==> config.mk <==
export PLATFORM = sky130hd
export DESIGN_NAME = tvfs_probe
export DESIGN_NICKNAME = d
export VERILOG_FILES = /design/src/rtl/tvfs_pkg.sv /design/src/rtl/tvfs_probe.sv
export SDC_FILE = /design/constraint.sdc
export NUM_CORES = 1
export LEC_CHECK = 0
export ABC_AREA = 0
export BUFFER_PORTS_ARGS = -buffer_cell sky130_fd_sc_hd__buf_4
export CAP_MARGIN = 5
export CORE_MARGIN = 2
export CORE_UTILIZATION = 31
export DETAILED_ROUTE_END_ITERATION = 10
export PLACE_DENSITY = 0.74
export SLEW_MARGIN = 20
export SYNTH_ARGS = -nofsm -noshare
export SYNTH_HDL_FRONTEND = slang
export SYNTH_SLANG_ARGS = --single-unit
==> constraint.sdc <==
create_clock -name vclk -period 5.3
set_clock_uncertainty 0.15 [all_clocks]
set_input_delay 1.06 -clock vclk [all_inputs]
set_output_delay 1.06 -clock vclk [all_outputs]
set_load 0.1 [all_outputs]
==> src/rtl/tvfs_pkg.sv <==
// ----------------------------------------------------------------------------
// tvfs_pkg
// Shared types and constants of the timestamped value floor store.
// ----------------------------------------------------------------------------
package tvfs_pkg;

	localparam int KEYS_DEF  = 16;
	localparam int DEPTH_DEF = 64;

	localparam int SLOT_W  = 4;
	localparam int STAMP_W = 31;
	localparam int VALUE_W = 32;

	typedef enum logic [1:0] {
		ST_OK   = 2'd0,
		ST_MISS = 2'd1,
		ST_FULL = 2'd2
	} status_t;

	typedef enum logic [2:0] {
		S_CLEAR,
		S_IDLE,
		S_COUNT,
		S_FIRST,
		S_PROBE
	} state_t;

	// outcome of one binary search probe
	typedef struct packed {
		logic hit;   // stamp equals request
		logic less;  // stamp below request
		logic last;  // interval is exhausted after this probe
	} probe_t;

endpackage

==> src/rtl/tvfs_probe.sv <==
// ----------------------------------------------------------------------------
// tvfs_probe
// Compare and interval update of one binary search step.
// ----------------------------------------------------------------------------
module tvfs_probe
	import tvfs_pkg::*;
#(
	parameter int IW = 6
) (
	input  logic [IW-1:0]      lo,
	input  logic [IW-1:0]      hi,
	input  logic [IW-1:0]      mid,
	input  logic [STAMP_W-1:0] probe_stamp,
	input  logic [STAMP_W-1:0] req_stamp,
	output probe_t             flags,
	output logic [IW-1:0]      next_lo,
	output logic [IW-1:0]      next_hi,
	output logic [IW-1:0]      next_mid
);

	logic [IW:0] mid_sum;

	always_comb begin
		flags.hit  = (probe_stamp == req_stamp);
		flags.less = (probe_stamp < req_stamp);
		// lo <= mid <= hi, so the interval closes when mid sits on the bound that does not move
		flags.last = flags.less ? (mid == hi) : (mid == lo);
		next_lo    = flags.less ? IW'(mid + IW'(1)) : lo;
		next_hi    = flags.less ? hi : IW'(mid - IW'(1));
		mid_sum    = {1'b0, next_lo} + {1'b0, next_hi};
		next_mid   = IW'(mid_sum >> 1);
	end

endmodule

Word-level counts from Yosys, hierarchy flattened
Index checks and enable logic that the tools add are counted.
{"block": "totals", "register_bits": 0, "in_bits": 80}
{"block": "op_classes", "n_addsub": 3, "order_cmp": 1, "eq_ne": 3, "mux": 3}
{"operator": "$eq 31x31->1", "count": 1}
{"operator": "$lt 31x31->1", "count": 1}
{"operator": "$eq 6x6->1", "count": 2}
{"operator": "$mux 6", "count": 2}
{"operator": "$add 6x6->7", "count": 1}
{"operator": "$add 6x1->6 const B", "count": 1}
{"operator": "$sub 6x1->6 const B", "count": 1}
{"operator": "$mux 1", "count": 1}

Depth between registers and ports, before layout
{"block": "logic_depth", "ltp_word": 3, "mapped_depth": 16, "depth_no_buf": 15}

Worst setup path after synthesis
Ideal clock, no wire load.
{"block": "synth_path", "path_kind": "in2out", "from": "input port req_stamp[30]", "to": "output port next_mid[3]", "t_arrival_ns": 7.007, "setup_slack_ns": -2.917, "stages": 13, "path_buffers": 1, "path_cell_list": "inv_1 ha_1 nand4_1 nor4_2 o21a_2 nor2_4 buf_4 o21ai_0 ha_1 nor2b_1 o21ai_0 nand2b_1 xor2_1"}
{"element": "start: declaration", "line": "tvfs_probe.sv:14", "rtl": "input logic [STAMP_W-1:0] req_stamp,"}
{"element": "end: declaration", "line": "tvfs_probe.sv:18", "rtl": "output logic [IW-1:0] next_mid"}

Worst setup path after layout
{"block": "layout_path", "from": "input port probe_stamp[4]", "to": "output port next_mid[2]"}
{"block": "layout_via", "elab_chain_len": 3, "elab_cells_between_ends": 4, "classes_between": "1 x add/sub; 1 x order compare; 2 x mux"}
{"element": "start: declaration", "line": "tvfs_probe.sv:13", "rtl": "input logic [STAMP_W-1:0] probe_stamp,"}
{"element": "$lt 31x31->1 (*)", "line": "tvfs_probe.sv:25", "rtl": "flags.less = (probe_stamp < req_stamp);"}
{"element": "$mux 6, on equally long branches", "line": "tvfs_probe.sv:28, tvfs_probe.sv:29"}
{"element": "$add 6x6->7 (*)", "line": "tvfs_probe.sv:30", "rtl": "mid_sum = {1'b0, next_lo} + {1'b0, next_hi};"}
Mark *: on every way between the ends. The rest lies on a longest branch, timed or not.

==> results.toml <==
[global_routing]
grt-ovfl-total = 0
grt_max_degree = 14
grt_pass1_vias = 1887
gr-usage-met2_pct = 33.5
grt.met3_usage_pct = 1.32
antenna_found_initial = 0
grt_pass1_wl_um = 7740
grt_use_total_pct = 16.7
grt.busiest_layer = "met2"
gr-usage-met1_pct = 19.3

[route]
route.detailed.drc = 0
routed_wl_um = 5390
via_count = 1954
dr.first_iter.drc_count = 25
drtPass1Iterations = 6
post_drt_wl_per_cell_um = 13.5
ant_nets = 0
viasPerCell = 4.91

[placement]
place_congestion = 0.892
hpwl_um = 4470
dpl_cell_area_um2 = 2800
io_buffer_count = 101

[logic_synthesis]
synth_simple_gate_area_share_pct = 19.0
synth_cells = 218
synth_fa_ha_area_share_pct = 31.4
ys_seq_area_share_pct = 0
synth_top_family_by_area = "adder cells"
synth_fp_nets = 337
syn_area_um2 = 1580
synth.avg_cell_area_um2 = 7.24
ys_warn_count = 0
synthXorXnorAreaFrac_pct = 9.98
synthMuxAreaShare_pct = 2.06
yosysUniqueCellTypes = 46
synth-compound-area-share_pct = 26.4

[timing]
worst_slew_pin_slew_ns = 0.404
relSlewSlack_pct = 72.9
fin_crit_ns = 5.22
fmax_ghz = 0.191
finalCritPeriodShare_pct = 98.6
finalSetupViolCount = 0
hold_viol = 0
drv_slew = 0
rsz0062_at_grt = "true"
setup_tns_ns = 0

[layout]
final_core_utilization_pct = 63.2
area_growth_pct = 92.9
nNetsFinal = 452
diodes = 0
design_area_um2 = 3050
layout_commonest_cell = "buf_4"
clkbuf_count = 0
drive_gt1_share_pct = 54.7
final_cell_mix = "buf_4 (108), inv_1 (34), ha_1 (25)"
seq_cell_count = 0
register_area_um2 = 0

[setup_path]
cpLargestDelayFamily = "compound AO/OA/AOI/OAI gates"
crit_path_frequent_cell = "ha_4"
cp-end-kind = "output port"
cp_slowest_cell = "mux2_4"
required_ns = 4.09
startpoint_type = "primary input"
crit_type = "primary input to output port"
cp_max_fo = 8
worstPathArrival_ns = 4.01
crit_chain = "buf_6 > ha_4 > a211oi_2 > nor2_1 > o31a_1 > o21a_2 > nor2_4 > buf_8 > nor2_2 > a21oi_4 > ha_4 > mux2_4 > a211oi_4 > o311ai_4 > buf_12"
critPathBufInv = 3
cp_slowest_stage_delay_ns = 0.33

[status]
outcome = "complete, no violations"

[floorplanning]
ioPinCount = 101
die_y_um = 75.4
die_w_um = 75.4
row_count = 25
core_area_um2 = 4820
die-area_um2 = 5680
start_util_pct = 32.8

[worst_hold_path]
min-delay-start = "lo[0]"
min_to = "next_lo[0]"
hold_class = "primary input to output port"
whs_path_depth = 4

[power_and_ir_drop]
finalPower_mw = 0.750
p_leak_nw = 1.52
ir_worst_vdd_mv = 0.309
power_density_nw_per_um2 = 246

[flow_run]
drv_cap = 0
## what timing repair did
item,4_1_cts,5_1_grt
endpoints found under the setup margin,0,4
setup buffers,0,8
hold buffers,0,0
resized for setup,0,37
## area by class of cell
class,count,area [µm²]
tap,67,83.8
inverter,40,160
timing repair buffer,118,976
multi-input combinational,173,1830
fill,456,1770
## power by group
part | switching (mW) | leakage [nW] | internal [mW]
Sequential | 0 | 0 | 0
Clock | 0 | 0 | 0
Combinational | 0.463 | 1.52 | 0.288
Total | 0.463 | 1.52 | 0.288
## cell usage after synthesis, types with 3 or more instances
library cell / instances / area, µm²
clkbuf_1: 3 / 11.3
xnor2_1: 6 / 52.6
nor4_1: 3 / 18.8
nor2_1: 10 / 37.5
a21oi_2: 3 / 26.3
a21oi_1: 18 / 90.1
nand3_1: 4 / 20.0
inv_1: 40 / 150
a21o_1: 9 / 67.6
o21ai_0: 9 / 45.0
nand2_1: 13 / 48.8
ha_1: 38 / 475
nand2b_1: 3 / 18.8
nor3_1: 3 / 15.0
nand4_1: 5 / 31.3
xor2_1: 12 / 105
o21a_1: 4 / 30.0
## cell families (layout without fill, tap and decap cells)
family          after synthesis  count (layout)
buf+inv                      45             158
mux                           3               3
xor+xnor                     18              18
simple gates                 54              54
fa+ha+maj                    39              39
compound gates               59              59
## through the flow
step                std cells  setup slack [ns]  hold slack [ns]
finish                    398            0.0765             2.46
global route              398           -0.0575             2.49
CTS                       389            0.0521             2.45
detailed placement        389            0.0692             2.45
global placement          389            0.0632             2.45
floorplan                 218            -0.175             2.23
## metal layers
metal | routed length, µm | part of all wire [%]
met3 | 406 | 7.5
met5 | 0 | 0
met1 | 2130 | 39
met2 | 2760 | 51
met4 | 89 | 1.7
## worst max-delay path by stage
stage,depth (start not counted),startpoint,to
floorplan,14,req_stamp[12],next_mid[2]
global placement,13,probe_stamp[24],next_mid[4]
detailed placement,14,req_stamp[4],next_mid[4]
CTS,17,req_stamp[4],next_mid[5]
global route,17,req_stamp[4],next_mid[4]
finish,15,probe_stamp[4],next_mid[2]
Power figures use the tool's default switching activity.
